<file path="config.mk">
export PLATFORM = sky130hd
export DESIGN_NAME = xy_grid_stepper_move_sequencer_core
export DESIGN_NICKNAME = d
export VERILOG_FILES = /design/src/sv/xgs_pkg.sv /design/src/sv/xy_grid_stepper_move_sequencer_core.sv
export SDC_FILE = /design/constraint.sdc
export NUM_CORES = 1
export LEC_CHECK = 0
export BUFFER_PORTS_ARGS = -buffer_cell sky130_fd_sc_hd__buf_4
export CORE_ASPECT_RATIO = 0.75
export CORE_MARGIN = 2
export CORE_UTILIZATION = 51
export DETAILED_ROUTE_END_ITERATION = 7
export PLACE_DENSITY = 0.71
export SYNTH_ARGS = -nofsm -noshare
export SYNTH_HDL_FRONTEND = slang
export SYNTH_SLANG_ARGS = --single-unit
</file>
<file path="constraint.sdc">
create_clock -name clk_i -period 19.2 [get_ports clk_i]
set_input_delay 5.76 -clock clk_i [delete_from_list [all_inputs] [get_ports clk_i]]
set_output_delay 5.76 -clock clk_i [all_outputs]
set_load 0.01 [all_outputs]
</file>
<file path="src/sv/xgs_pkg.sv">
package xgs_pkg;

  // Datapath widths
  localparam int unsigned StepW  = 17;  // steps in one segment (2 * 15 * 4095 max)
  localparam int unsigned TickW  = 18;  // ticks in one phase (4 * 65535 max)
  localparam int unsigned SphcW  = 12;
  localparam int unsigned BaseW  = 16;
  localparam int unsigned RampW  = 12;
  localparam int unsigned CoordW = 4;
  localparam int unsigned SegW   = 3;
  localparam int unsigned StatW  = 3;
  localparam int unsigned CfgIdxW  = 2;
  localparam int unsigned CfgDataW = 16;

  // Item commands
  localparam logic CMD_TICK = 1'b0;
  localparam logic CMD_MOVE = 1'b1;

  // Configuration register indexes
  localparam logic [CfgIdxW-1:0] CFG_STEPS_PER_HALF_CELL = 2'd0;
  localparam logic [CfgIdxW-1:0] CFG_BASE_HALF_PERIOD    = 2'd1;
  localparam logic [CfgIdxW-1:0] CFG_RAMP_STEPS          = 2'd2;

  // Register reset values
  localparam logic [SphcW-1:0] SPHC_RESET = 12'd100;
  localparam logic [BaseW-1:0] BASE_RESET = 16'd1000;
  localparam logic [RampW-1:0] RAMP_RESET = 12'd30;

  // Segment sequence; odd segments move X, even segments move Y
  localparam logic [SegW-1:0] SEG_IDLE   = 3'd0;
  localparam logic [SegW-1:0] SEG_X_BACK = 3'd1;
  localparam logic [SegW-1:0] SEG_Y_BACK = 3'd2;
  localparam logic [SegW-1:0] SEG_X_RUN  = 3'd3;
  localparam logic [SegW-1:0] SEG_Y_RUN  = 3'd4;
  localparam logic [SegW-1:0] SEG_X_FWD  = 3'd5;
  localparam logic [SegW-1:0] SEG_Y_FWD  = 3'd6;

  // Result status codes
  localparam logic [StatW-1:0] ST_NONE     = 3'd0;
  localparam logic [StatW-1:0] ST_ACCEPTED = 3'd1;
  localparam logic [StatW-1:0] ST_THERE    = 3'd2;
  localparam logic [StatW-1:0] ST_RANGE    = 3'd3;
  localparam logic [StatW-1:0] ST_BUSY     = 3'd4;

endpackage

</file>
<file path="src/sv/xy_grid_stepper_move_sequencer_core.sv">
// Step/direction pulse generator for a two-axis gantry moving between grid
// cells. Each input item is either one time tick or a move request; every
// item gives exactly one result with the pin levels, busy flag, status and
// current cell after that item. Items are taken one per clock cycle while results
// are taken: the whole state update (segment select, one 5x12 multiply for
// the segment length and the phase-length compare) sits between the state
// registers and the result register, so a result is registered at its transfer
// and a new item is taken in the same cycle that the held result is taken.
// Configuration writes take effect on the next clock edge; phase lengths use
// the values current when a phase starts, segment lengths when a segment starts.
module xy_grid_stepper_move_sequencer_core #(
  parameter int unsigned BOARD_COLS = 9,
  parameter int unsigned BOARD_ROWS = 8
) (
  input  logic                              clk_i,
  input  logic                              rst_ni,
  // configuration
  input  logic                              cfg_we_i,
  input  logic [xgs_pkg::CfgIdxW-1:0]       cfg_idx_i,
  input  logic [xgs_pkg::CfgDataW-1:0]      cfg_data_i,
  // items
  input  logic                              in_valid_i,
  output logic                              in_ready_o,
  input  logic                              cmd_i,
  input  logic [xgs_pkg::CoordW-1:0]        target_x_i,
  input  logic [xgs_pkg::CoordW-1:0]        target_y_i,
  // results
  output logic                              out_valid_o,
  input  logic                              out_ready_i,
  output logic                              x_step_o,
  output logic                              x_dir_o,
  output logic                              x_enable_n_o,
  output logic                              y_step_o,
  output logic                              y_dir_o,
  output logic                              y_enable_n_o,
  output logic                              busy_res_o,
  output logic [xgs_pkg::StatW-1:0]         status_o,
  output logic [xgs_pkg::CoordW-1:0]        cur_x_o,
  output logic [xgs_pkg::CoordW-1:0]        cur_y_o
);

  localparam int unsigned StepW  = xgs_pkg::StepW;
  localparam int unsigned TickW  = xgs_pkg::TickW;
  localparam int unsigned CoordW = xgs_pkg::CoordW;
  localparam int unsigned SegW   = xgs_pkg::SegW;

  // Phase length: four times longer near either end of a segment, never zero
  function automatic logic [TickW-1:0] phase_len(
    input logic [StepW-1:0]          rem,
    input logic [StepW-1:0]          total,
    input logic [xgs_pkg::RampW-1:0] ramp,
    input logic [xgs_pkg::BaseW-1:0] base
  );
    logic             slow;
    logic [TickW-1:0] p;
    slow = (({1'b0, rem} + TickW'(ramp)) > {1'b0, total}) || (rem < StepW'(ramp));
    p    = slow ? {base, 2'b00} : {2'b00, base};
    if (p == '0) begin
      p = TickW'(1);
    end
    return p;
  endfunction

  // Configuration registers
  logic [xgs_pkg::SphcW-1:0] sphc_q;
  logic [xgs_pkg::BaseW-1:0] base_q;
  logic [xgs_pkg::RampW-1:0] ramp_q;

  always_ff @(posedge clk_i or negedge rst_ni) begin
    if (!rst_ni) begin
      sphc_q <= xgs_pkg::SPHC_RESET;
      base_q <= xgs_pkg::BASE_RESET;
      ramp_q <= xgs_pkg::RAMP_RESET;
    end else if (cfg_we_i) begin
      unique case (cfg_idx_i)
        xgs_pkg::CFG_STEPS_PER_HALF_CELL: sphc_q <= cfg_data_i[xgs_pkg::SphcW-1:0];
        xgs_pkg::CFG_BASE_HALF_PERIOD:    base_q <= cfg_data_i[xgs_pkg::BaseW-1:0];
        xgs_pkg::CFG_RAMP_STEPS:          ramp_q <= cfg_data_i[xgs_pkg::RampW-1:0];
        default: ;
      endcase
    end
  end

  // Sequencer state
  logic [CoordW-1:0] pos_x_q, pos_y_q, goal_x_q, goal_y_q;
  logic [CoordW-1:0] pos_x_d, pos_y_d, goal_x_d, goal_y_d;
  logic [SegW-1:0]   seg_q, seg_d;
  logic [StepW-1:0]  total_q, total_d, rem_q, rem_d;
  logic              high_q, high_d, dir_q, dir_d;
  logic [TickW-1:0]  ticks_q, ticks_d;

  // Result register
  logic              out_valid_q, out_valid_d;
  logic              x_step_q, x_dir_q, x_en_n_q, y_step_q, y_dir_q, y_en_n_q;
  logic              busy_q;
  logic [xgs_pkg::StatW-1:0] status_q, status_d;

  logic accept;
  assign in_ready_o = !out_valid_q || out_ready_i;
  assign accept     = in_valid_i && in_ready_o;

  // Move request decode
  logic running, is_move, in_grid, same_cell, move_ok;
  assign running   = seg_q != xgs_pkg::SEG_IDLE;
  assign is_move   = cmd_i == xgs_pkg::CMD_MOVE;
  assign in_grid   = ({1'b0, target_x_i} < (CoordW+1)'(BOARD_COLS)) &&
                     ({1'b0, target_y_i} < (CoordW+1)'(BOARD_ROWS));
  assign same_cell = (target_x_i == pos_x_q) && (target_y_i == pos_y_q);
  assign move_ok   = is_move && !running && in_grid && !same_cell;

  // Tick decode: countdown and end of segment
  logic [TickW-1:0] ticks_dec;
  logic [StepW-1:0] rem_dec;
  logic             tick_phase_end, tick_seg_end;
  assign ticks_dec      = (ticks_q != '0) ? ticks_q - TickW'(1) : '0;
  assign rem_dec        = rem_q - StepW'(1);
  assign tick_phase_end = !is_move && running && (ticks_dec == '0);
  assign tick_seg_end   = tick_phase_end && !high_q && (rem_dec == '0);

  // Segment start request
  logic              start_req;
  logic [SegW-1:0]   start_idx;
  logic [CoordW-1:0] goal_x_n, goal_y_n;
  assign start_req = move_ok || tick_seg_end;
  assign start_idx = move_ok ? xgs_pkg::SEG_X_BACK : seg_q + SegW'(1);
  assign goal_x_n  = move_ok ? target_x_i : goal_x_q;
  assign goal_y_n  = move_ok ? target_y_i : goal_y_q;

  // Find the first non-empty segment at or after start_idx
  logic [CoordW-1:0] dx_abs, dy_abs;
  logic              x_fwd, y_fwd;
  logic [6:1]        nonempty;
  logic              hit;
  logic [SegW-1:0]   pick;
  logic [CoordW:0]   factor;
  logic [StepW-1:0]  seg_len;
  logic              seg_dir;

  assign x_fwd  = goal_x_n >= pos_x_q;
  assign y_fwd  = goal_y_n >= pos_y_q;
  assign dx_abs = x_fwd ? goal_x_n - pos_x_q : pos_x_q - goal_x_n;
  assign dy_abs = y_fwd ? goal_y_n - pos_y_q : pos_y_q - goal_y_n;

  always_comb begin
    nonempty[1] = sphc_q != '0;
    nonempty[2] = sphc_q != '0;
    nonempty[3] = (sphc_q != '0) && (dx_abs != '0);
    nonempty[4] = (sphc_q != '0) && (dy_abs != '0);
    nonempty[5] = sphc_q != '0;
    nonempty[6] = sphc_q != '0;
    hit  = 1'b0;
    pick = xgs_pkg::SEG_IDLE;
    // descending scan leaves the lowest match
    for (int k = 6; k >= 1; k--) begin
      if ((SegW'(k) >= start_idx) && nonempty[k]) begin
        hit  = 1'b1;
        pick = SegW'(k);
      end
    end
  end

  // Length and direction of the picked segment
  always_comb begin
    unique case (pick)
      xgs_pkg::SEG_X_RUN: begin
        factor  = {dx_abs, 1'b0};
        seg_dir = x_fwd;
      end
      xgs_pkg::SEG_Y_RUN: begin
        factor  = {dy_abs, 1'b0};
        seg_dir = y_fwd;
      end
      xgs_pkg::SEG_X_BACK, xgs_pkg::SEG_Y_BACK: begin
        factor  = (CoordW+1)'(1);
        seg_dir = 1'b0;
      end
      default: begin
        factor  = (CoordW+1)'(1);
        seg_dir = 1'b1;
      end
    endcase
  end

  assign seg_len = {{(StepW-CoordW-1){1'b0}}, factor} *
                   {{(StepW-xgs_pkg::SphcW){1'b0}}, sphc_q};

  // Next state
  always_comb begin
    pos_x_d  = pos_x_q;
    pos_y_d  = pos_y_q;
    goal_x_d = goal_x_n;
    goal_y_d = goal_y_n;
    seg_d    = seg_q;
    total_d  = total_q;
    rem_d    = rem_q;
    high_d   = high_q;
    dir_d    = dir_q;
    ticks_d  = ticks_q;
    status_d = xgs_pkg::ST_NONE;

    if (!is_move) begin
      if (running) begin
        if (ticks_dec != '0) begin
          ticks_d = ticks_dec;
        end else if (high_q) begin
          high_d  = 1'b0;
          ticks_d = phase_len(rem_q, total_q, ramp_q, base_q);
        end else if (rem_dec != '0) begin
          rem_d   = rem_dec;
          high_d  = 1'b1;
          ticks_d = phase_len(rem_dec, total_q, ramp_q, base_q);
        end
      end
    end else begin
      priority if (running) begin
        status_d = xgs_pkg::ST_BUSY;
      end else if (!in_grid) begin
        status_d = xgs_pkg::ST_RANGE;
      end else if (same_cell) begin
        status_d = xgs_pkg::ST_THERE;
      end else begin
        status_d = xgs_pkg::ST_ACCEPTED;
      end
    end

    // Start the next segment, or finish the move when none is left
    if (start_req) begin
      if (hit) begin
        seg_d   = pick;
        total_d = seg_len;
        rem_d   = seg_len;
        dir_d   = seg_dir;
        high_d  = 1'b1;
        ticks_d = phase_len(seg_len, seg_len, ramp_q, base_q);
      end else begin
        pos_x_d = goal_x_n;
        pos_y_d = goal_y_n;
        seg_d   = xgs_pkg::SEG_IDLE;
        total_d = '0;
        rem_d   = '0;
        high_d  = 1'b0;
        dir_d   = 1'b0;
        ticks_d = '0;
      end
    end
  end

  always_ff @(posedge clk_i or negedge rst_ni) begin
    if (!rst_ni) begin
      pos_x_q  <= '0;
      pos_y_q  <= '0;
      goal_x_q <= '0;
      goal_y_q <= '0;
      seg_q    <= xgs_pkg::SEG_IDLE;
      total_q  <= '0;
      rem_q    <= '0;
      high_q   <= 1'b0;
      dir_q    <= 1'b0;
      ticks_q  <= '0;
    end else if (accept) begin
      pos_x_q  <= pos_x_d;
      pos_y_q  <= pos_y_d;
      goal_x_q <= goal_x_d;
      goal_y_q <= goal_y_d;
      seg_q    <= seg_d;
      total_q  <= total_d;
      rem_q    <= rem_d;
      high_q   <= high_d;
      dir_q    <= dir_d;
      ticks_q  <= ticks_d;
    end
  end

  // Result register: pin levels follow the state after this item
  logic busy_d, x_act, y_act;
  assign busy_d      = seg_d != xgs_pkg::SEG_IDLE;
  assign x_act       = busy_d && seg_d[0];
  assign y_act       = busy_d && !seg_d[0];
  assign out_valid_d = accept ? 1'b1 : (out_ready_i ? 1'b0 : out_valid_q);

  always_ff @(posedge clk_i or negedge rst_ni) begin
    if (!rst_ni) begin
      out_valid_q <= 1'b0;
      x_step_q    <= 1'b0;
      x_dir_q     <= 1'b0;
      x_en_n_q    <= 1'b1;
      y_step_q    <= 1'b0;
      y_dir_q     <= 1'b0;
      y_en_n_q    <= 1'b1;
      busy_q      <= 1'b0;
      status_q    <= xgs_pkg::ST_NONE;
    end else begin
      out_valid_q <= out_valid_d;
      if (accept) begin
        x_step_q <= x_act && high_d;
        x_dir_q  <= x_act && dir_d;
        x_en_n_q <= !x_act;
        y_step_q <= y_act && high_d;
        y_dir_q  <= y_act && dir_d;
        y_en_n_q <= !y_act;
        busy_q   <= busy_d;
        status_q <= status_d;
      end
    end
  end

  assign out_valid_o  = out_valid_q;
  assign x_step_o     = x_step_q;
  assign x_dir_o      = x_dir_q;
  assign x_enable_n_o = x_en_n_q;
  assign y_step_o     = y_step_q;
  assign y_dir_o      = y_dir_q;
  assign y_enable_n_o = y_en_n_q;
  assign busy_res_o   = busy_q;
  assign status_o     = status_q;
  assign cur_x_o      = pos_x_q;
  assign cur_y_o      = pos_y_q;

  // A running segment always has a phase in progress
  a_phase_live: assert property (@(posedge clk_i) disable iff (!rst_ni)
    running |-> (ticks_q != '0))
    else $error("running segment with no phase ticks left");

  // Step count stays within the segment length
  a_steps_bounded: assert property (@(posedge clk_i) disable iff (!rst_ni)
    running |-> ((rem_q != '0) && (rem_q <= total_q)))
    else $error("steps remaining out of bounds");

  // A request during a move is reported as busy
  a_busy_reject: assert property (@(posedge clk_i) disable iff (!rst_ni)
    (accept && is_move && running) |=> (out_valid_q && (status_q == xgs_pkg::ST_BUSY)))
    else $error("request during a move not rejected as busy");

  // Idle results leave both axes at idle levels
  a_idle_pins: assert property (@(posedge clk_i) disable iff (!rst_ni)
    (out_valid_q && !busy_q) |-> (x_en_n_q && y_en_n_q && !x_step_q && !y_step_q))
    else $error("axis driven while not busy");

endmodule
</file>
# Yosys cells after proc, flatten, opt, wreduce, memory -nomap -nowiden

Cells that the tools add are included.
W data, S select, Z words.

Multipliers: 1
Bitwise operators: 1
Reductions and logical operators: 63
Multiplexer cells: 57
$lt $le $gt $ge: 16
$add $sub $neg: 10
Eq/ne operators: 11

Operator list:

| kind                    | count |
|---|---|
| $mux W18                | 14 |
| $mux W17                | 7 |
| $logic_not A18 Y1       | 4 |
| $add A17 B12 Y18        | 3 |
| $gt A18 B17 Y1          | 3 |
| $lt A17 B12 Y1          | 3 |
| $reduce_bool A18 Y1     | 2 |
| $mux W3                 | 11 |
| $logic_and A1 B1 Y1     | 24 |
| $sub A18 B1 Y18 const B | 1 |
| $logic_not A17 Y1       | 1 |
| $mul A5 B12 Y17         | 1 |
| $mux W1                 | 17 |
| $reduce_bool A17 Y1     | 1 |
| $sub A17 B1 Y17 const B | 1 |
| $mux W4                 | 4 |
| $sub A4 B4 Y4           | 4 |
| $reduce_bool A12 Y1     | 1 |
| $reduce_bool A4 Y1      | 3 |
| $pmux W5 S2             | 1 |
| $ge A3 B3 Y1 const A    | 3 |
| $eq A4 B4 Y1            | 2 |
| $ge A4 B4 Y1            | 2 |
| $logic_not A1 Y1        | 8 |
| other kinds (23)        | 38 |

Bits in registers: 124
Word-level logic and storage cells: 181

# Longest topological paths before layout

Gate-level depths: netlist of run 1.

Depth in word-level cells: 26
Mapped depth: 50

# Worst setup path after synthesis of run 1

Ideal clock, no wire load.

Kind: input port to flip-flop
From: input port target_x_i[2] (netlist bit)
To: register ticks_q[13]
Buffers on the path: 3
Data arrival time: 16.139 ns
Stages on the path: 45
Library setup time: 0.126 ns
Data required time: 19.074 ns
Path slack: 2.935 ns
Cell sequence: xnor2_1 > nand4_1 > o21ai_1 > clkbuf_1 > mux2i_1 > inv_1 > ha_1 > clkbuf_1 > nand2_1 > o21ai_1 > mux2_2 > mux2_1 > and4b_1 > a32oi_1 > nand2_1 > nor2_1 > a21oi_1 > clkbuf_1 > [... 9 more ...] > inv_1 > ha_1 > o311ai_0 > a21oi_1 > o211a_1 > xor2_1 > ha_1 > nand4_1 > nor2_1 > a21oi_1 > o211ai_1 > o2111ai_1 > nor4b_1 > mux2_1 > o2111a_2 > nor2_4 > mux2_4 > a221o_1

Longest elaborated chain between the ends: 25
Elaborated cells on any way between the ends: 64
Classes of those cells: add/sub: 5; mul: 1; order compare: 11; eq/ne: 4; mux: 22; reduce/logical: 21

RTL lines:

| item                                                    | line                                                                                   | source |
|---|---|---|
| start, declared                                         | xy_grid_stepper_move_sequencer_core.sv:25                                              | `input logic [xgs_pkg::CoordW-1:0] target_x_i,` |
| $lt A4 B4 Y1 or $eq A4 B4 Y1 (tied branches)            | xy_grid_stepper_move_sequencer_core.sv:106, xy_grid_stepper_move_sequencer_core.sv:108 |  |
| $logic_and A1 B1 Y1, on equally long branches           | xy_grid_stepper_move_sequencer_core.sv:106, xy_grid_stepper_move_sequencer_core.sv:108 |  |
| $logic_and A1 B1 Y1 or $logic_not A1 Y1 (tied branches) | xy_grid_stepper_move_sequencer_core.sv:109                                             | `assign move_ok = is_move && !running && in_grid && !same_cell;` |
| $logic_and A1 B1 Y1 (*)                                 | xy_grid_stepper_move_sequencer_core.sv:109                                             |  |
| $mux W4 (*)                                             | xy_grid_stepper_move_sequencer_core.sv:127                                             | `assign goal_y_n = move_ok ? target_y_i : goal_y_q;` |
| via goal_y_d[2]                                         | xy_grid_stepper_move_sequencer_core.sv:86                                              | `logic [CoordW-1:0] pos_x_d, pos_y_d, goal_x_d, goal_y_d;` |
| $sub A4 B4 Y4 or $ge A4 B4 Y1 (tied branches)           | xy_grid_stepper_move_sequencer_core.sv:142, xy_grid_stepper_move_sequencer_core.sv:140 |  |
| $mux W4 (*)                                             | xy_grid_stepper_move_sequencer_core.sv:142                                             | `assign dy_abs = y_fwd ? goal_y_n - pos_y_q : pos_y_q - goal_y_n;` |
| [... 10 more ...]                                       | -                                                                                      |  |
| $add A17 B12 Y18                                        | xy_grid_stepper_move_sequencer_core.sv:56                                              | `slow = (({1'b0, rem} + TickW'(ramp)) > {1'b0, total}) \|\| (rem < StepW'(ramp));` |
| $gt A18 B17 Y1                                          | xy_grid_stepper_move_sequencer_core.sv:56                                              |  |
| $logic_or A1 B1 Y1                                      | xy_grid_stepper_move_sequencer_core.sv:56                                              |  |
| $mux W18                                                | xy_grid_stepper_move_sequencer_core.sv:57                                              | `p = slow ? {base, 2'b00} : {2'b00, base};` |
| $logic_not A18 Y1                                       | xy_grid_stepper_move_sequencer_core.sv:58                                              | `if (p == '0) begin` |
| $mux W18                                                | xy_grid_stepper_move_sequencer_core.sv:58                                              |  |
| $mux W18 (*)                                            | xy_grid_stepper_move_sequencer_core.sv:228                                             | `if (hit) begin` |
| $mux W18 (*)                                            | xy_grid_stepper_move_sequencer_core.sv:227                                             | `if (start_req) begin` |
| end signal, assigned                                    | xy_grid_stepper_move_sequencer_core.sv:270                                             | `ticks_q <= ticks_d;` |
| end, declared                                           | xy_grid_stepper_move_sequencer_core.sv:90                                              | `logic [TickW-1:0] ticks_q, ticks_d;` |

The timed path passes the listed nets; every way through them passes the cells marked *.
A chain may end at the register's enable or synchronous reset.

# Worst setup path after layout of run 1

From: input port target_x_i[1] (netlist bit)
To: register ticks_q[13]

Elaborated cells on any way between the ends: 64
Classes of those cells: add/sub: 5; mul: 1; order compare: 11; eq/ne: 4; mux: 22; reduce/logical: 21

RTL lines:

| item                                                    | line                                                                                   | source |
|---|---|---|
| $lt A4 B4 Y1 or $eq A4 B4 Y1 (tied branches)            | xy_grid_stepper_move_sequencer_core.sv:106, xy_grid_stepper_move_sequencer_core.sv:108 |  |
| $logic_and A1 B1 Y1, on equally long branches           | xy_grid_stepper_move_sequencer_core.sv:106, xy_grid_stepper_move_sequencer_core.sv:108 |  |
| $logic_and A1 B1 Y1 or $logic_not A1 Y1 (tied branches) | xy_grid_stepper_move_sequencer_core.sv:109                                             |  |
| $logic_and A1 B1 Y1                                     | xy_grid_stepper_move_sequencer_core.sv:109                                             |  |
| $mux W4 (*)                                             | xy_grid_stepper_move_sequencer_core.sv:126                                             | `assign goal_x_n = move_ok ? target_x_i : goal_x_q;` |
| via goal_x_d[1]                                         | xy_grid_stepper_move_sequencer_core.sv:86                                              |  |
| $sub A4 B4 Y4 or $ge A4 B4 Y1 (tied branches)           | xy_grid_stepper_move_sequencer_core.sv:141, xy_grid_stepper_move_sequencer_core.sv:139 |  |
| $mux W4 (*)                                             | xy_grid_stepper_move_sequencer_core.sv:141                                             | `assign dx_abs = x_fwd ? goal_x_n - pos_x_q : pos_x_q - goal_x_n;` |
| [... 9 more ...]                                        | -                                                                                      |  |
| $add A17 B12 Y18                                        | xy_grid_stepper_move_sequencer_core.sv:56                                              |  |
| $gt A18 B17 Y1                                          | xy_grid_stepper_move_sequencer_core.sv:56                                              |  |
| $logic_or A1 B1 Y1                                      | xy_grid_stepper_move_sequencer_core.sv:56                                              |  |
| $mux W18                                                | xy_grid_stepper_move_sequencer_core.sv:57                                              |  |
| $logic_not A18 Y1                                       | xy_grid_stepper_move_sequencer_core.sv:58                                              |  |
| $mux W18                                                | xy_grid_stepper_move_sequencer_core.sv:58                                              |  |
| $mux W18 (*)                                            | xy_grid_stepper_move_sequencer_core.sv:228                                             |  |
| $mux W18 (*)                                            | xy_grid_stepper_move_sequencer_core.sv:227                                             |  |

Marks and branches as above.

==> impl_metrics.json, run 1 <==
{
  "ioPinCount": 52,
  "cp-start-kind": "input port",
  "grt_pass1_wl_um": 62270,
  "syn-num-nets": 1820,
  "cpPeakStageDelay_ps": 590,
  "relSlewSlack": 0.1923,
  "fillCellCount": 2375,
  "cts_made_buffers": 17,
  "drive_gt1_frac": 0.1186,
  "crit_required_ps": 19510,
  "layout_min_cycle_time_ps": 17430,
  "path_max_fanout": 19,
  "finalHoldViolations": 0,
  "die_h_um": 144.6,
  "synth-seq-cells": 124,
  "max_freq_mhz": 57.36,
  "cts_hold_buf": 0,
  "outcome": "finished, final reports clean",
  "dp_slack_ps": 1561,
  "ys.flop_type": "dfrtp_1",
  "cts_tree": "done",
  "cts.clk_slew.worst_paths_ps": 60,
  "num_rows": 51,
  "cts_setup_buffers": 0,
  "area_growth_pct": 9.714,
  "critPathKind": "input port to flop",
  "slowest_stage": "o311ai_0",
  "drv_slew": 0,
  "globalRoute.totalOverflow": 0,
  "dieArea_mm2": 0.02769,
  "grt_use_total": 0.2887,
  "cts_max_level": 4,
  "drc": 0,
  "rsz0062_at_grt": "false",
  "fin_worst_skew_ps": 13.92,
  "dp_hpwl_um": 30350,
  "drt_first_pass_iters": 6,
  "hold_depth": 2,
  "clockBufferDepth": 2,
  "core_mm2": 0.02591,
  "ys.warnings.count": 0,
  "holdCritStartpoint": "status_o[2]$_DFFE_PN0P_",
  "end_kind": "flop",
  "initialDrtViolationCount": 1045,
  "wire_per_inst_um": 19.38,
  "maxCapViolations": 0,
  "tightest_slew_ps": 1212,
  "grt_max_degree": 75,
  "portBuffers": 51,
  "vias": 11910,
  "drt-total-wl_um": 38370,
  "hold_path.class": "flop to flop",
  "place_congestion": 0.9122,
  "synth_area_mm2": 0.01345,
  "clk_latency_ps": 430,
  "fin_util": 0.5694,
  "netlist_instances": 1592,
  "synth_edf_count": 0,
  "holdPathEnd": "status_o[2]$_DFFE_PN0P_",
  "min_period_over_period": 0.9080,
  "async_flop_share": 1.000,
  "vias_per_cell": 6.017,
  "cts_root_buf": "clkbuf_16",
  "ys_seq_area_frac": 0.2322,
  "worstReg2RegEnd": "ticks_q[13]$_DFFE_PN0P_",
  "antenna_found_initial": 1,
  "fp.dieW_um": 191.5,
  "cts_resized": 0,
  "layout.nets": 1851,
  "fin_tns_setup_ps": 0,
  "reg2reg_depth": 45,
  "clock_sinks": 124,
  "setup_viol": 0,
  "cpMostUsedCell": "a21oi_1",
  "grt_pass1_vias": 11630,
  "antennaDiodeCount": 0,
  "setup_slack_ps": 1766,
  "start_util": 0.5190,
  "ant_nets": 0,
  "rrSetupSlack_ps": 6630,
  "reg2reg_from": "seg_q[0]$_DFFE_PN0P_",
  "cp.arrival_ps": 17740,
  "ys_types": 84,
  "synth_area_per_cell_um2": 8.446
}
-- per-layer routing --
metal,GRT usage,part of all wire,vias up,wire length (um)
li1,-,-,5711,-
met1,0.4412,0.50,5795,19160
met2,0.4163,0.41,360,15830
met3,0.04926,0.070,47,2672
met4,0.07490,0.018,0,707
met5,0,0,-,0
-- metrics by stage --
stage,cells,hold slack [ps],cell area (um^2)
after global routing,1980,504.9,14750
after CTS,1980,482.5,14750
after global placement,1948,461.5,14170
final,1980,477.4,14750
after detailed placement,1948,469.1,14170
after floorplan,1592,448.5,13450
-- worst max path at each step --
stage,startpoint,slack (ps),endpoint
3_5_place_dp,target_x_i[1],1560,ticks_q[13]$_DFFE_PN0P_
3_3_place_gp,target_x_i[1],1920,ticks_q[13]$_DFFE_PN0P_
6_report,target_x_i[1],1770,ticks_q[13]$_DFFE_PN0P_
2_1_floorplan,target_x_i[2],2930,ticks_q[13]$_DFFE_PN0P_
4_1_cts,target_x_i[1],1940,ticks_q[13]$_DFFE_PN0P_
5_1_grt,target_x_i[1],1150,ticks_q[13]$_DFFE_PN0P_
-- critical path, delay by kind of cell --
kind,cells,cell delay (ps)
adders and majority gates,7,3140
xor gates and xnor gates,2,480
AOI/OAI and AO/OA,17,3950
buffers and inverters,5,730
muxes,4,1420
and+or+nand+nor,9,2220
-- final cells by class --
| class | instances | area, um^2 | share of cell area |
|---|---|---|---|
| multi-input combinational | 1267 | 9587 | 0.6498 |
| timing repair buffer | 61 | 457.9 | 0.03104 |
| tap | 344 | 430.4 | 0.02917 |
| clock buffer | 19 | 442.9 | 0.03002 |
| inverter | 152 | 570.5 | 0.03867 |
| clock inverter | 13 | 142.6 | 0.009668 |
| sequential | 124 | 3122 | 0.2116 |
-- synth_stat cells, drive strengths merged, types with 19 or more instances --
cell | n | area share
xor2 | 27 | 0.018
nor3 | 41 | 0.016
a21oi | 109 | 0.041
o21ai | 98 | 0.036
clkbuf | 42 | 0.012
fa | 36 | 0.054
nor2b | 53 | 0.025
nand2b | 22 | 0.010
o21bai | 19 | 0.011
ha | 160 | 0.15
a21o | 24 | 0.013
nand3 | 24 | 0.0089
nand4 | 22 | 0.010
xnor2 | 56 | 0.036
nor4 | 28 | 0.013
mux2i | 37 | 0.028
nor2 | 120 | 0.034
inv | 152 | 0.042
mux2 | 60 | 0.051
nand2 | 119 | 0.033
dfrtp | 109 | 0.20
-- cell usage in the layout, fill, tap and decap left out, types with 17 or more instances in the layout --
cell type and instances:
nand2_1 119, nor2_1 119, o21bai_1 19, inv_1 151, fa_1 36, mux2i_1 37
nand3_1 24, buf_4 61, dfrtp_1 109, nor4_1 27, nand4_1 22, clkbuf_16 17
nor3_1 40, nor2b_1 53, a21o_1 24, mux2_2 57, o21ai_0 81, xnor2_1 56
xor2_1 27, nand2b_1 22, ha_1 160, a21oi_1 107
-- cells by family (layout without fill, tap and decap cells) --
group           Yosys count  after routing  synth area share
compound gates          395            395            0.1902
simple gates            496            496            0.1862
mux                      97             97           0.07807
flops                   124            124            0.2322
xor+xnor                 83             83           0.05406
buf+inv                 201            245           0.05685
fa+ha+maj               196            196            0.2025
-- flip-flops by register name, indices dropped and copies added, names as in the netlist --
signal and cells:
out_valid_o 1, sphc_q 12, total_q 17, high_q 1
goal_x_q 4, ticks_q 18, cur_y_o 4, goal_y_q 4
y_dir_o 1, rem_q 17, seg_q 3, base_q 16
x_dir_o 1, ramp_q 12, dir_q 1, x_enable_n_o 1
x_step_o 1, status_o 3, busy_res_o 1, y_step_o 1
cur_x_o 4, y_enable_n_o 1
Power of run 1 is not shown: default switching activity piles up to over one toggle a cycle in this logic, so the estimate is an artifact.
==> inputs of run 2 (changes only) <==
--- a/config.mk
+++ b/config.mk
@@ -5,6 +5,7 @@
 export SDC_FILE = /design/constraint.sdc
 export NUM_CORES = 1
 export LEC_CHECK = 0
+export ABC_AREA = 1
 export BUFFER_PORTS_ARGS = -buffer_cell sky130_fd_sc_hd__buf_4
 export CORE_ASPECT_RATIO = 0.75
 export CORE_MARGIN = 2
==> impl_metrics.json, run 2 <==
{
  "outcome": "finished, final reports clean",
  "synth_edf_count": 0,
  "end_kind": "flop",
  "synth_common_cells": "358 x nand2_1, 286 x inv_1, 210 x nor2_1, 175 x o21ai_0, 160 x ha_1",
  "crit_required_ps": 19580,
  "synth_area_leaders": "dfrtp_1 20%, ha_1 15%, nand2_1 10%",
  "antennaDiodeCount": 0,
  "max_freq_mhz": 61.10,
  "cts_setup_buffers": 0,
  "ys_types": 57,
  "regMostFlops": "ticks_q",
  "maxCapViolations": 0,
  "synth_most_common_cell": "nand2_1",
  "min_period_over_period": 0.8525,
  "async_flop_share": 1.000,
  "cp-start-kind": "input port",
  "largest_reg_flops": 18,
  "fp.dieW_um": 190.6,
  "ant_nets": 0,
  "die_h_um": 143.9,
  "portBuffers": 51,
  "clock_sinks": 124,
  "place_congestion": 0.9597,
  "vias": 12550,
  "ys.flop_type": "dfrtp_1",
  "globalRoute.totalOverflow": 0,
  "grt_pass1_wl_um": 61240,
  "cts_tree": "done",
  "synth_area_per_cell_um2": 7.098,
  "reg_top3": "ticks_q: 18 flops, rem_q: 17 flops, total_q: 17 flops",
  "clockBufferDepth": 2,
  "num_rows": 51,
  "area_growth_pct": 9.631,
  "syn-num-nets": 2104,
  "initialDrtViolationCount": 1307,
  "drc": 0,
  "cts_resized": 0,
  "antenna_found_initial": 0,
  "grt_use_total": 0.2868,
  "critPathKind": "input port to flop",
  "layout_commonest_cell": "nand2_1",
  "ioPinCount": 52,
  "slowest_stage": "fa_1",
  "postPlaceCellArea_mm2": 0.01394,
  "yosysTopAreaCell": "dfrtp_1",
  "wire_per_inst_um": 17.00,
  "cpMostUsedCell": "nand2_1",
  "cpPeakStageDelay_ps": 560,
  "place_inst": 2228,
  "vias_per_cell": 5.554,
  "dieArea_mm2": 0.02743,
  "clk_latency_ps": 460,
  "synth_area_mm2": 0.01332,
  "layout.nets": 2131,
  "ys.warnings.count": 0,
  "netlist_instances": 1876,
  "start_util": 0.5166,
  "relSlewSlack": 0.2218,
  "dp_hpwl_um": 30560,
  "path_max_fanout": 17,
  "drive_gt1_frac": 0.08038,
  "drt-total-wl_um": 38430,
  "holdWs_ps": 479.5,
  "drt_first_pass_iters": 6,
  "tightest_slew_ps": 1164,
  "setup_viol": 0,
  "fin_area_mm2": 0.01460,
  "core_mm2": 0.02578,
  "finalHoldViolations": 0,
  "fin_tns_setup_ps": 0,
  "layout_common_cells": "358 x nand2_1, 286 x inv_1, 209 x nor2_1",
  "synthDominantCellAreaShare": 0.2048,
  "cts_made_buffers": 17,
  "fin_worst_skew_ps": 12.46,
  "ys_seq_area_frac": 0.2344,
  "grt_max_degree": 67,
  "hold_path.class": "flop to flop",
  "cts_root_buf": "clkbuf_16",
  "synth-seq-cells": 124,
  "cts.clk_slew.worst_paths_ps": 70,
  "final_cells": 2260,
  "grt_pass1_vias": 11630,
  "cp.arrival_ps": 16750,
  "rsz0062_at_grt": "false",
  "layout_min_cycle_time_ps": 16370,
  "cts_hold_buf": 0,
  "drv_slew": 0,
  "cts_max_level": 4
}
run 2: changes by cell type after synthesis, moves of 22 or more:
cell,previous run,this run
nor2b_1,53,0
nand2_1,119,358
o21ai_0,81,175
nor2_1,119,210
inv_1,151,286
xnor2_1,56,19
mux2i_1,37,2
nand3_1,24,79
xor2_1,27,63
nand2b_1,22,0
mux2_2,57,0
run 2: cell families (layout without fill, tap and decap cells):
logic type | Yosys count | count (layout) | share of synthesized area
adders and majority gates | 196 | 196 | 0.2045
DFF | 124 | 124 | 0.2344
buffers and inverters | 347 | 387 | 0.1009
AOI/OAI and AO/OA | 380 | 380 | 0.1571
xor gates and xnor gates | 83 | 83 | 0.05515
and+or+nand+nor | 744 | 744 | 0.2465
muxes | 2 | 2 | 0.001503
run 2: metrics by stage:
| stage | util | setup WS, ps |
|---|---|---|
| 4_1_cts | 0.5663 | 3043 |
| 3_3_place_gp | 0.5407 | 3177 |
| 6_report | 0.5663 | 2833 |
| 2_1_floorplan | - | 4188 |
| 5_1_grt | 0.5663 | 1814 |
| 3_5_place_dp | 0.5407 | 2601 |
run 2: critical path: cells and delay by family:
| kind | cells | cell delay [ps] |
|---|---|---|
| mux | 1 | 270 |
| fa+ha+maj | 7 | 2870 |
| simple gates | 28 | 3360 |
| xor+xnor | 3 | 650 |
| buf+inv | 14 | 1410 |
| compound gates | 12 | 2440 |
run 2: metal layers:
metal | up-vias | part of all wire | GRT usage | routed length [um]
li1 | 6152 | - | - | -
met1 | 5859 | 0.49 | 0.4345 | 18790
met2 | 488 | 0.41 | 0.4113 | 15710
met3 | 54 | 0.082 | 0.05006 | 3146
met4 | 0 | 0.020 | 0.08568 | 785
met5 | - | 0 | 0 | 0
run 2: final timing paths:
| kind | start | endpoint | slack, ps | cells after the start |
|---|---|---|---|---|
| max | target_x_i[1] | ticks_q[6]$_DFFE_PN0P_ | 2830 | 65 |
| min | goal_y_q[3]$_DFFE_PN0P_ | goal_y_q[3]$_DFFE_PN0P_ | 480 | 2 |
| max reg2reg | seg_q[0]$_DFFE_PN0P_ | ticks_q[6]$_DFFE_PN0P_ | 7740 | 61 |
| min reg2reg | goal_y_q[3]$_DFFE_PN0P_ | goal_y_q[3]$_DFFE_PN0P_ | 480 | 2 |
| max in group asynchronous | rst_ni | ramp_q[5]$_DFFE_PN0P_ | 12420 | 2 |
| min in group asynchronous | rst_ni | total_q[12]$_DFFE_PN0P_ | 5420 | 1 |
run 2: layout make-up:
class,count,area [um^2]
clock buffer,17,425.4
sequential,124,3122
inverter,302,1136
tap,344,430.4
multi-input combinational,1405,8853
timing repair buffer,53,397.9
clock inverter,15,234.0
fill,2478,11180
Power of run 2 is left out for the same reason.
==> inputs of run 3 (changes only) <==
--- a/config.mk
+++ b/config.mk
@@ -7,8 +7,9 @@
 export LEC_CHECK = 0
 export ABC_AREA = 1
 export BUFFER_PORTS_ARGS = -buffer_cell sky130_fd_sc_hd__buf_4
+export CAP_MARGIN = 25
 export CORE_ASPECT_RATIO = 0.75
-export CORE_MARGIN = 2
+export CORE_MARGIN = 8
 export CORE_UTILIZATION = 51
 export DETAILED_ROUTE_END_ITERATION = 7
 export PLACE_DENSITY = 0.71
==> impl_metrics.json, run 3 (synthesized netlist as in run 2, its figures left out) <==
{
  "fp.dieW_um": 202.6,
  "maxCapViolations": 0,
  "vias": 12630,
  "grt_use_total": 0.2437,
  "tightest_slew_ps": 886.2,
  "finalHoldViolations": 0,
  "layout_min_cycle_time_ps": 16230,
  "layout_common_cells": "358 x nand2_1, 286 x inv_1, 209 x nor2_1",
  "clockBufferDepth": 2,
  "cts_resized": 0,
  "drc": 0,
  "rsz0062_at_grt": "false",
  "portBuffers": 51,
  "drt_first_pass_iters": 5,
  "fin_tns_setup_ps": 0,
  "gr-usage-met1": 0.3618,
  "largest_reg_flops": 18,
  "num_rows": 51,
  "use_met2": 0.3471,
  "antenna_found_initial": 0,
  "cpLargestDelayFamily": "simple AND/OR/NAND/NOR gates",
  "cts_tree": "done",
  "outcome": "finished, final reports clean",
  "cp.buffers_inverters": 14,
  "cpPeakStageDelay_ps": 540,
  "place_congestion": 0.9699,
  "cts_hold_buf": 0,
  "reg_top3": "ticks_q: 18 flops, rem_q: 17 flops, total_q: 17 flops",
  "start_util": 0.5153,
  "area_growth_pct": 9.556,
  "cp-start-kind": "input port",
  "drt-total-wl_um": 38220,
  "cts_max_level": 4,
  "regMostFlops": "ticks_q",
  "vias_per_cell": 5.585,
  "fillCellCount": 2448,
  "ant_nets": 0,
  "use_met3": 0.04835,
  "cts_made_buffers": 17,
  "hold_path.class": "flop to flop",
  "drv_slew": 0,
  "antennaDiodeCount": 0,
  "min_period_over_period": 0.8454,
  "slowest_stage": "fa_1",
  "clock_sinks": 124,
  "relSlewSlack": 0.4078,
  "cpMostUsedCell": "inv_1",
  "clk_latency_ps": 430,
  "cp.arrival_ps": 16580,
  "setup_viol": 0,
  "initialDrtViolationCount": 1091,
  "max_freq_mhz": 61.61,
  "wire_per_inst_um": 16.90,
  "busiest_layer": "met1",
  "dp_hpwl_um": 30470,
  "grt_pass1_wl_um": 62310,
  "crit_required_ps": 19550,
  "path_max_fanout": 17,
  "cts_root_buf": "clkbuf_16",
  "ioPinCount": 52,
  "grt_max_degree": 68,
  "end_kind": "flop",
  "drive_gt1_frac": 0.08033,
  "dieArea_mm2": 0.03159,
  "layout_commonest_cell": "nand2_1",
  "layout.nets": 2132,
  "fin_worst_skew_ps": 12.01,
  "cts_setup_buffers": 0,
  "core_mm2": 0.02584,
  "die_h_um": 155.9,
  "cts.clk_slew.worst_paths_ps": 60,
  "grt_pass1_vias": 12020,
  "critPathKind": "input port to flop",
  "globalRoute.totalOverflow": 0
}
run 3: path summary, 6_finish.rpt:
path,slack [ps],cells past startpoint,to,from
max reg2reg,7840,58,ticks_q[13]$_DFFE_PN0P_,seg_q[0]$_DFFE_PN0P_
min,470,2,goal_y_q[3]$_DFFE_PN0P_,goal_y_q[3]$_DFFE_PN0P_
min reg2reg,470,2,goal_y_q[3]$_DFFE_PN0P_,goal_y_q[3]$_DFFE_PN0P_
max in group asynchronous,12590,2,ramp_q[5]$_DFFE_PN0P_,rst_ni
max,2970,60,ticks_q[13]$_DFFE_PN0P_,target_x_i[1]
min in group asynchronous,5300,1,total_q[2]$_DFFE_PN0P_,rst_ni
run 3: final cells by class:
type / count / area [um^2] / area share
Inverter: 302 / 1136 / 0.07787
Multi-Input combinational cell: 1405 / 8853 / 0.6069
Tap cell: 344 / 430.4 / 0.02950
Clock inverter: 12 / 161.4 / 0.01106
Sequential cell: 124 / 3122 / 0.2140
Timing Repair Buffer: 54 / 429.2 / 0.02942
Clock buffer: 20 / 456.7 / 0.03130
run 3: routing by layer:
layer	vias to the layer above	part of all wire
li1	6162	-
met1	5918	0.48
met3	54	0.086
met4	0	0.026
met2	493	0.40
met5	-	0
run 3: worst reg2reg max path, delay by kind of cell, from the launching register on:
kind,cells,cell delay (ps)
muxes,1,290
adders and majority gates,9,3180
AOI/OAI and AO/OA,10,2290
buffers and inverters,13,1270
DFF,1,390
xor gates and xnor gates,3,630
and+or+nand+nor,22,3290
run 3: metrics by stage:
step / instances / setup WS [ps] / hold WS (ps) / util / cell area, um^2
floorplan: 1876 / 4188 / 436.1 / - / 13320
global route: 2261 / 2000 / 501.9 / 0.5645 / 14590
CTS: 2260 / 3190 / 474.0 / 0.5634 / 14560
finish: 2261 / 2968 / 468.8 / 0.5645 / 14590
detailed placement: 2228 / 2806 / 459.3 / 0.5395 / 13940
global placement: 2228 / 3304 / 453.3 / 0.5395 / 13940
Power of run 3 is left out for the same reason.
